[config.mk]
export PLATFORM = sky130hd
export DESIGN_NAME = ggpc_back
export DESIGN_NICKNAME = d
export VERILOG_FILES = /design/src/hw/rtl/go_to_goal_p_controller_macros.svh /design/src/hw/rtl/ggpc_pkg.sv /design/src/hw/rtl/ggpc_back.sv
export SDC_FILE = /design/constraint.sdc
export NUM_CORES = 1
export LEC_CHECK = 0
export ABC_AREA = 1
export BUFFER_PORTS_ARGS = -buffer_cell sky130_fd_sc_hd__buf_2
export CORE_ASPECT_RATIO = 2
export CORE_MARGIN = 4
export CORE_UTILIZATION = 35
export CTS_CLUSTER_SIZE = 8
export DETAILED_ROUTE_END_ITERATION = 7
export GPL_ROUTABILITY_DRIVEN = 1
export PLACE_DENSITY_LB_ADDON = 0.3
export SETUP_SLACK_MARGIN = 0.2
export SYNTH_ARGS = -nofsm -noshare
export SYNTH_HDL_FRONTEND = slang
export SYNTH_SLANG_ARGS = --single-unit
[constraint.sdc]
create_clock -name clk -period 16.4 [get_ports clk]
set_input_delay 0.82 -clock clk [delete_from_list [all_inputs] [get_ports clk]]
set_output_delay 0.82 -clock clk [all_outputs]
set_load 0.05 [all_outputs]
[src/hw/rtl/go_to_goal_p_controller_macros.svh]
// assertion macros for the go-to-goal controller
`ifndef GO_TO_GOAL_P_CONTROLLER_MACROS_SVH
`define GO_TO_GOAL_P_CONTROLLER_MACROS_SVH

// antecedent implies consequent in the same cycle
`define GGPC_ASSERT_IMPLIES(lbl, clk, rst_n, ante, cons, msg) \
	lbl: assert property (@(posedge clk) disable iff (!rst_n) (ante) |-> (cons)) else $error(msg);

// condition must never hold
`define GGPC_ASSERT_NEVER(lbl, clk, rst_n, cond, msg) \
	lbl: assert property (@(posedge clk) disable iff (!rst_n) !(cond)) else $error(msg);

`endif

[src/hw/rtl/ggpc_pkg.sv]
// shared widths, constants, register indexes and stage payload for the go-to-goal controller
`default_nettype none
package ggpc_pkg;

	localparam int POS_W      = 16;
	localparam int DIFF_W     = 17;
	localparam int MAG_W      = 16;
	localparam int GAIN_W     = 12;
	localparam int SPEED_W    = 15;
	localparam int TURN_W     = 16;
	localparam int CFG_ADDR_W = 3;
	localparam int CFG_DATA_W = 16;

	// cordic datapath
	localparam int CW       = 28;
	localparam int AW       = 24;
	localparam int ATAN_LEN = 24;
	localparam logic signed [AW-1:0] HALF_PI = AW'(1647099);

	// restoring square root of gain^2 * (dx^2 + dy^2)
	localparam int PROD_SQ_W  = 2 * (GAIN_W + MAG_W);
	localparam int RAD_W      = 58;
	localparam int ROOT_W     = RAD_W / 2;
	localparam int REM_W      = ROOT_W + 2;
	localparam int SQRT_STEPS = ROOT_W;
	localparam int LIN_W      = ROOT_W - 11;

	// turn rate product and rounding
	localparam int PROD_W = AW + GAIN_W + 1;
	localparam logic signed [PROD_W-1:0] ROUND_HALF = PROD_W'(524288);
	localparam logic signed [PROD_W-1:0] TURN_MAX   = PROD_W'(32767);
	localparam logic signed [PROD_W-1:0] TURN_MIN   = -(PROD_W'(32768));

	// register indexes
	localparam logic [CFG_ADDR_W-1:0] REG_GOAL_X         = 3'd0;
	localparam logic [CFG_ADDR_W-1:0] REG_GOAL_Y         = 3'd1;
	localparam logic [CFG_ADDR_W-1:0] REG_STOP_TOLERANCE = 3'd2;
	localparam logic [CFG_ADDR_W-1:0] REG_LINEAR_GAIN    = 3'd3;
	localparam logic [CFG_ADDR_W-1:0] REG_ANGULAR_GAIN   = 3'd4;

	typedef struct packed {
		logic                    arrived;
		logic                    zero;
		logic signed [POS_W-1:0] heading;
		logic signed [CW-1:0]    cx;
		logic signed [CW-1:0]    cy;
		logic signed [AW-1:0]    acc;
		logic [RAD_W-1:0]        rad;
		logic [REM_W-1:0]        rem;
		logic [ROOT_W-1:0]       root;
	} ggpc_step_t;

	// round(atan(2^-i) * 2^20)
	function automatic logic signed [AW-1:0] atan_entry(input int idx);
		logic signed [AW-1:0] v;
		case (idx)
			0:  v = AW'(823550);
			1:  v = AW'(486170);
			2:  v = AW'(256879);
			3:  v = AW'(130396);
			4:  v = AW'(65451);
			5:  v = AW'(32757);
			6:  v = AW'(16383);
			7:  v = AW'(8192);
			8:  v = AW'(4096);
			9:  v = AW'(2048);
			10: v = AW'(1024);
			11: v = AW'(512);
			12: v = AW'(256);
			13: v = AW'(128);
			14: v = AW'(64);
			15: v = AW'(32);
			16: v = AW'(16);
			17: v = AW'(8);
			18: v = AW'(4);
			19: v = AW'(2);
			20: v = AW'(1);
			default: v = '0;
		endcase
		return v;
	endfunction

endpackage
`default_nettype wire

[src/hw/rtl/ggpc_back.sv]
// back stages: heading error, gain product, rounding, saturation and output register
`default_nettype none
module ggpc_back (
	input  wire logic                                clk,
	input  wire logic                                arst_n,
	input  wire logic                                en,
	input  wire logic                                valid_i,
	input  wire ggpc_pkg::ggpc_step_t                data_i,
	input  wire logic [ggpc_pkg::GAIN_W-1:0]         angular_gain,
	output logic                                     valid_o,
	output logic [ggpc_pkg::SPEED_W-1:0]             linear_speed,
	output logic signed [ggpc_pkg::TURN_W-1:0]       turn_rate,
	output logic                                     arrived
);
	import ggpc_pkg::*;

	logic signed [AW-1:0]     bearing_c, head_c;
	logic [LIN_W-1:0]         lin_c;
	logic signed [PROD_W-1:0] shifted_c;

	logic                     v_s1, v_s2, v_s3;
	logic signed [AW-1:0]     err_s1;
	logic [SPEED_W-1:0]       speed_s1, speed_s2, speed_s3;
	logic                     arr_s1, arr_s2, arr_s3;
	logic signed [PROD_W-1:0] prod_s2;
	logic signed [TURN_W-1:0] turn_s3;

	assign bearing_c = data_i.zero ? '0 : data_i.acc;
	assign head_c    = {{(AW-POS_W-7){data_i.heading[POS_W-1]}}, data_i.heading, 7'b0};
	assign lin_c     = LIN_W'(data_i.root >> 11);
	assign shifted_c = (prod_s2 + ROUND_HALF) >>> 20;

	always_ff @(posedge clk or negedge arst_n) begin
		if (!arst_n) begin
			v_s1 <= 1'b0;
			v_s2 <= 1'b0;
			v_s3 <= 1'b0;
		end else if (en) begin
			v_s1 <= valid_i;
			v_s2 <= v_s1;
			v_s3 <= v_s2;
		end
	end

	always_ff @(posedge clk) begin
		if (en) begin
			err_s1   <= bearing_c - head_c;
			speed_s1 <= (lin_c[LIN_W-1:SPEED_W] != '0) ? '1 : lin_c[SPEED_W-1:0];
			arr_s1   <= data_i.arrived;
			prod_s2  <= $signed({1'b0, angular_gain}) * err_s1;
			speed_s2 <= speed_s1;
			arr_s2   <= arr_s1;
			arr_s3   <= arr_s2;
			if (arr_s2) begin
				speed_s3 <= '0;
				turn_s3  <= '0;
			end else begin
				speed_s3 <= speed_s2;
				if (shifted_c > TURN_MAX) begin
					turn_s3 <= TURN_MAX[TURN_W-1:0];
				end else if (shifted_c < TURN_MIN) begin
					turn_s3 <= TURN_MIN[TURN_W-1:0];
				end else begin
					turn_s3 <= shifted_c[TURN_W-1:0];
				end
			end
		end
	end

	assign valid_o      = v_s3;
	assign linear_speed = speed_s3;
	assign turn_rate    = turn_s3;
	assign arrived      = arr_s3;

endmodule
`default_nettype wire

==> results of run 1 <==
## registers in the layout (all words and copies together), names as in the netlist
name          flops
arr_s1            1
arr_s2            1
valid_o           1
v_s2              1
turn_rate        16
speed_s1         15
linear_speed     15
arrived           1
speed_s2         15
err_s1           24
v_s1              1
prod_s2          18
## layer usage
| layer | part of all wire [%] | wire (µm) |
|---|---|---|
| met5 | 0 | 0 |
| met2 | 56 | 21500 |
| met4 | 5.2 | 1990 |
| met1 | 34 | 13200 |
| met3 | 4.3 | 1660 |
## synthesized netlist by cell type
cell type	n
nand3_1	46
nand3b_1	2
nand2_1	485
or3_1	1
a21o_1	9
nor2_1	99
o21a_1	2
edfxtp_1	106
fa_1	258
o21ai_2	1
mux2_2	1
dfrtp_1	3
a21oi_1	51
buf_6	2
a31oi_1	1
nand3_2	2
nand3b_2	1
nor4_1	3
inv_1	609
o22ai_1	1
buf_2	1
o21ai_0	21
xor2_1	26
nor3b_1	1
clkbuf_1	53
inv_2	2
or2_2	1
o21bai_1	3
ha_1	96
xnor2_1	12
a21boi_0	3
nor3_4	2
nand3_4	2
nor3_1	12
o31ai_1	2
nand2_2	4
and3_1	1
nand4_1	6
o311ai_0	2
## cell families after synthesis
logic type | synth area share, %
and+or+nand+nor | 17.2
AOI/OAI and AO/OA | 3.44
buffers and inverters | 16.0
DFF | 20.7
xor gates and xnor gates | 2.12
adders and majority gates | 40.5
muxes | 0.0716
## metrics by stage
stage | util (%) | instance area (µm²)
2_1_floorplan | - | 15700
3_3_place_gp | 37.9 | 16800
3_5_place_dp | 37.9 | 16800
4_1_cts | 38.6 | 17100
5_1_grt | 38.6 | 17100
6_report | 38.6 | 17100
## critical path, delay by kind of cell
kind / cells / cell delay, ns
buffers and inverters: 7 / 0.86
adder cells (fa/ha/maj): 6 / 3.18
AND/OR/NAND/NOR: 6 / 0.54
AO/OA/AOI/OAI: 3 / 0.87
## worst paths after layout
check                                start           end  slack [ns]
setup reg to reg                err_s1[23]   prod_s2[36]       10.32
hold / removal                      arst_n          v_s1        0.23
setup / recovery           angular_gain[1]   prod_s2[36]       10.24
max in group asynchronous           arst_n          v_s2       16.07
hold reg to reg               speed_s1[10]  speed_s2[10]        0.42
min in group clk              speed_s1[10]  speed_s2[10]        0.42
## cell type report
type | instances | area [µm²] | area share [%]
clock inverter | 7 | 77.6 | 0.454
tap | 555 | 694 | 4.06
clock buffer | 9 | 225 | 1.32
multi-input combinational | 1157 | 9960 | 58.2
sequential | 109 | 3260 | 19.1
inverter | 611 | 2290 | 13.4
timing repair buffer | 114 | 588 | 3.44
==> out/qor.csv, run 1 <==
stage,metric,value,unit
status,status,finished clean,
route,vias per cell,4.64,
synth,Ys Warns,0,
synth,syn_nets,2519,
grt,largest net degree at the start of global routing,83,
die,Die Y-Extent,308,µm
grt,Global Route met2 Usage,32.5,%
worst_setup_path,"Req. time, crit path",16.54,ns
route,Post-DRT Antenna Nets,0,
clock_tree,post-CTS repair timing setup buffer count,0,
sta,Tcrit/Tclk final,37.5,%
sta,Fin Clk Skew,0.0109,ns
worst_setup_path,crit path cell chain,buf_2 > buf_4 > nand2_1 > inv_1 > fa_1 > inv_1 > fa_1 > inv_1 > fa_1 > fa_1 > inv_1 > fa_1 > inv_1 > ha_1 > a21oi_1 > a21boi_0 > a21boi_0 > nor2_1 > nor2_1 > nand2_1 > nand2_1 > nand2_1,
sta,min Tclk post-route,6.16,ns
finish,final cell count without fillers,2562,
die,Core Area,0.0443,mm²
sta,measured slew at the worst slew-check pin,0.986,ns
run,MaxCap Viol Count,0,
route,initial detailed-routing violation count,608,
sta,setup TNS,0,ns
die,row cnt,109,
finish,# diodes,0,
route,per-cell routed wire length,15.0,µm
route,Detailed Route WL,38.4,mm
placement,RD Place Congestion,0.909,
die,Die ar.,0.0486,mm²
clock_tree,clock net sink count,109,
worst_setup_path,startpoint class of the critical path,primary input,
finish,share of post-route cells with drive strength above 1,7.27,%
finish,most frequent cells in the layout,"inv_1, nand2_1, fa_1, buf_2, edfxtp_1",
grt,met1 usage,16.7,%
clock_tree,CTS H-Tree Depth,3,
clock_tree,TritonCTS buffer count,9,
worst_setup_path,R2R cell count,20,
clock_tree,clock edge transition at the registers on the reported setup and hold paths,0.08,ns
synth,Mapped Cells,1933,
sta,final setup fails,0,
die,I/O pin count,265,
finish,NumNets Final,2588,
sta,Min Hold Slack,0.230,ns
worst_setup_path,worst stage delay on the critical path,0.66,ns
sta,Pins Over Slew Limit,0,
grt,Total Routing Usage GR,16.5,%
die,Die W,158,µm
sta,Highest Clock Rate,0.162,GHz
worst_setup_path,CP max FO,23,
synth,"Avg Cell Area, Syn",8.14,µm²
clock_tree,hold buffer count at CTS,0,
die,starting density of the core,35.5,%
worst_setup_path,Worst path slowest cell,fa_1,
placement,Place WS,9.85,ns
min_path,worst hold path type,in2async,
route,DRC violation count after routing,0,
synth,"flops & latches, synth",109,
clock_tree,Max clock buf depth,2,
route,total number of vias,11900,
grt,met3 Resource Use GR,2.08,%
worst_setup_path,WP data arrival,6.29,ns
finish,"commonest non-fill, non-tap cell in the layout",inv_1,
synth,Synth area leaders,"fa_1, edfxtp_1, inv_1",
clock_tree,Clk Tree Root Cell,clkbuf_16,
grt,GR Overflow Total,0,
grt,initial antenna violation count,0,
grt,gr busiest metal,met2,
placement,DP Cell Count,2546,
placement,post-DP HPWL,31.8,mm
finish,Layout area overhead,8.64,%
route,drt first pass iters,5,
sta,Hold Fails Final Rpt,0,
grt,first-pass GRT wire length,63.1,mm
finish,fillers,4483,
sta,fin worst setup slack,10.24,ns
grt,vias in the first global route,13000,
synth,Synth area leader,fa_1,
sta,RSZ-0062 raised after global routing,false,
clock_tree,CTS tree,yes,
synth,sequential share of the synthesized area,20.7,%
synth,Netlist Area Pre-Place,0.0157,mm²
synth,Yosys top cell area share,32.8,%
worst_setup_path,critical path class,in2reg,
sta,Rel. slew slack,34.2,%
clock_tree,post-CTS sizing,0,
worst_setup_path,CP endpoint kind,flop,
clock_tree,later-pin clock latency in the skew report,0.37,ns
placement,port bufs,108,
synth,Synth cell types,39,
Power of run 1 is not shown: default switching activity piles up to over one toggle a cycle in this logic, so the estimate is an artifact.
==> run 2: changes to the inputs <==
==> constraint.sdc (replaced) <==
create_clock -name clk -period 6.2 [get_ports clk]
set_input_delay 0.31 -clock clk [delete_from_list [all_inputs] [get_ports clk]]
set_output_delay 0.31 -clock clk [all_outputs]
set_load 0.05 [all_outputs]
==> run 2 against run 1 <==
Against the previous run: flip-flop and latch count is the same; highest routed layer unchanged; die area is the same; cell area grew 0.80%.
==> out/qor.csv, run 2 (same netlist as run 1, synthesis figures left out) <==
stage,metric,value,unit,change
worst_setup_path,FF-to-FF End,prod_s2[30],,
finish,Top reg by flops,err_s1,,
grt,largest net degree at the start of global routing,83,,unchanged
finish,"commonest non-fill, non-tap cell in the layout",inv_1,,
route,Post-DRT Antenna Nets,0,,unchanged
sta,Fin Clk Skew,0.00564,ns,-0.00526 ns
finish,Largest register FFs,24,,unchanged
grt,first-pass GRT wire length,63.9,mm,+1.3%
min_path,end of the worst hold path,arr_s1,,
worst_setup_path,startpoint class of the critical path,flop,,
grt,Total Routing Usage GR,16.8,%,+0.25 points
grt,Global Route met2 Usage,33.4,%,+0.91 points
die,Core Area,0.0443,mm²,unchanged
worst_setup_path,worst stage delay on the critical path,0.69,ns,+0.03 ns
route,Detailed Route WL,39.1,mm,+1.9%
route,DRC violation count after routing,0,,unchanged
route,total number of vias,11900,,+0.40%
die,starting density of the core,35.5,%,unchanged
worst_setup_path,reg2reg start,err_s1[23],,
finish,# diodes,0,,unchanged
grt,gr busiest metal,met2,,
clock_tree,later-pin clock latency in the skew report,0.38,ns,about the same
sta,setup TNS,0,ns,unchanged
worst_setup_path,largest delay contributor family on the critical path,adder cells,,
placement,area post-placement,0.0169,mm²,+0.57%
finish,most frequent cells in the layout,"inv_1, nand2_1, fa_1, buf_2, edfxtp_1",,
status,status,finished clean,,
clock_tree,CTS tree,yes,,
clock_tree,Max clock buf depth,2,,unchanged
sta,Pins Over Slew Limit,0,,unchanged
route,drt first pass iters,5,,unchanged
grt,vias in the first global route,13300,,+1.9%
worst_setup_path,FF-to-FF setup slack,0.55,ns,-9.77 ns
finish,Layout area overhead,9.50,%,
die,Die W,158,µm,unchanged
route,initial detailed-routing violation count,538,,-12%
sta,measured slew at the worst slew-check pin,0.977,ns,-0.00985 ns
clock_tree,clock net sink count,109,,unchanged
grt,initial antenna violation count,0,,unchanged
finish,share of post-route cells with drive strength above 1,8.06,%,+0.78 points
run,MaxCap Viol Count,0,,unchanged
worst_setup_path,Worst path slowest cell,fa_2,,
clock_tree,TritonCTS buffer count,9,,unchanged
clock_tree,CTS H-Tree Depth,3,,unchanged
sta,Hold Fails Final Rpt,0,,unchanged
min_path,Hold Path Stages,1,,
placement,RD Place Congestion,0.913,,+0.43%
grt,met3 Resource Use GR,1.65,%,-0.44 points
sta,Tcrit/Tclk final,91.1,%,
worst_setup_path,WP data arrival,5.79,ns,-0.50 ns
worst_setup_path,critical path class,reg2reg,,
die,Die ar.,0.0486,mm²,unchanged
sta,Rel. slew slack,34.9,%,+0.66 points
min_path,startpoint of the worst hold path,data_i[215],,
grt,met1 usage,16.4,%,-0.28 points
worst_setup_path,Buf/Inv on CP,6,,-1
worst_setup_path,CP endpoint kind,flop,,
route,vias per cell,4.63,,-0.23%
finish,NumNets Final,2604,,+0.62%
grt,GR Overflow Total,0,,unchanged
worst_setup_path,crit path cell chain,nand2_1 > inv_1 > fa_1 > inv_1 > fa_2 > clkinvlp_4 > buf_4 > fa_1 > fa_1 > inv_1 > fa_1 > inv_1 > ha_1 > a21oi_1 > o21ai_0 > o21bai_1 > a21oi_1 > nand2_1 > nand2_1 > nand2_1,,
sta,final setup fails,0,,unchanged
worst_setup_path,R2R cell count,20,,unchanged
worst_setup_path,CP max FO,6,,-74%
die,row cnt,109,,unchanged
sta,Highest Clock Rate,0.177,GHz,
sta,RSZ-0062 raised after global routing,true,,
clock_tree,Clk Tree Root Cell,clkbuf_16,,
finish,cell area after layout,0.0172,mm²,+0.80%
min_path,worst hold path type,in2reg,,
clock_tree,clock edge transition at the registers on the reported setup and hold paths,0.08,ns,about the same
die,I/O pin count,265,,unchanged
placement,post-DP HPWL,33.1,mm,+3.8%
sta,min Tclk post-route,5.65,ns,
placement,port bufs,108,,unchanged
route,per-cell routed wire length,15.2,µm,+1.3%
die,Die Y-Extent,308,µm,unchanged
worst_setup_path,"Req. time, crit path",6.34,ns,-10.20 ns
run 2: cell count changes in the layout (fill, tap and decap cells not counted), sizes merged:
cell         before  now
clkbuf            9   10
clkinvlp          0    3
clkinv            5    1
dlygate4sd3       0    1
buf             114  129
run 2: how the worst max path moves through the flow:
stage | endpoint | cells after the start | start
after floorplan | prod_s2[36] | 21 | err_s1[23]
after global placement | prod_s2[36] | 21 | angular_gain[2]
after detailed placement | prod_s2[36] | 21 | angular_gain[2]
after CTS | prod_s2[36] | 20 | err_s1[23]
after global routing | prod_s2[36] | 20 | err_s1[23]
final | prod_s2[30] | 20 | err_s1[23]
run 2: per-layer routing:
| layer | part of all wire [%] | vias up | wire [µm] |
|---|---|---|---|
| met5 | 0 | - | 0 |
| met4 | 5.5 | 0 | 2160 |
| met3 | 3.4 | 102 | 1320 |
| met2 | 57 | 297 | 22300 |
| met1 | 34 | 5815 | 13300 |
| li1 | - | 5714 | - |
run 2: worst reg2reg max path, stage by stage, from the launching register on:
cell and delay (ns):
edfxtp_1 0.46, nand2_1 0.11, inv_1 0.08, fa_1 0.56
inv_1 0.08, fa_2 0.69, clkinvlp_4 0.25, buf_4 0.20
fa_1 0.49, fa_1 0.50, inv_1 0.06, fa_1 0.53
inv_1 0.04, ha_1 0.39, a21oi_1 0.24, o21ai_0 0.21
o21bai_1 0.21, a21oi_1 0.16, nand2_1 0.07, nand2_1 0.05
nand2_1 0.05
run 2: final cells by class:
cell class / instances / area (µm²)
Sequential cell: 109 / 3260
Clock inverter: 6 / 65.1
Inverter: 611 / 2300
Fill cell: 4516 / 27100
Tap cell: 555 / 694
Timing Repair Buffer: 130 / 723
Multi-Input combinational cell: 1157 / 9960
Clock buffer: 10 / 229
run 2: repair_timing:
action,in CTS,in global routing
hold buffers,1,0
endpoints found under the setup margin,0,3
setup buffers,0,4
endpoints found under the hold margin,3,0
resized for setup,0,3
run 2: per-stage QoR:
stage	setup slack, ns	instances	util (%)	hold slack [ns]
2_1_floorplan	0.822	1933	-	0.0144
3_3_place_gp	0.459	2557	38.1	0.107
3_5_place_dp	0.447	2557	38.1	0.110
4_1_cts	0.465	2574	38.8	0.104
5_1_grt	0.156	2578	38.9	0.110
6_report	0.549	2578	38.9	0.124
Power of run 2 is left out for the same reason.
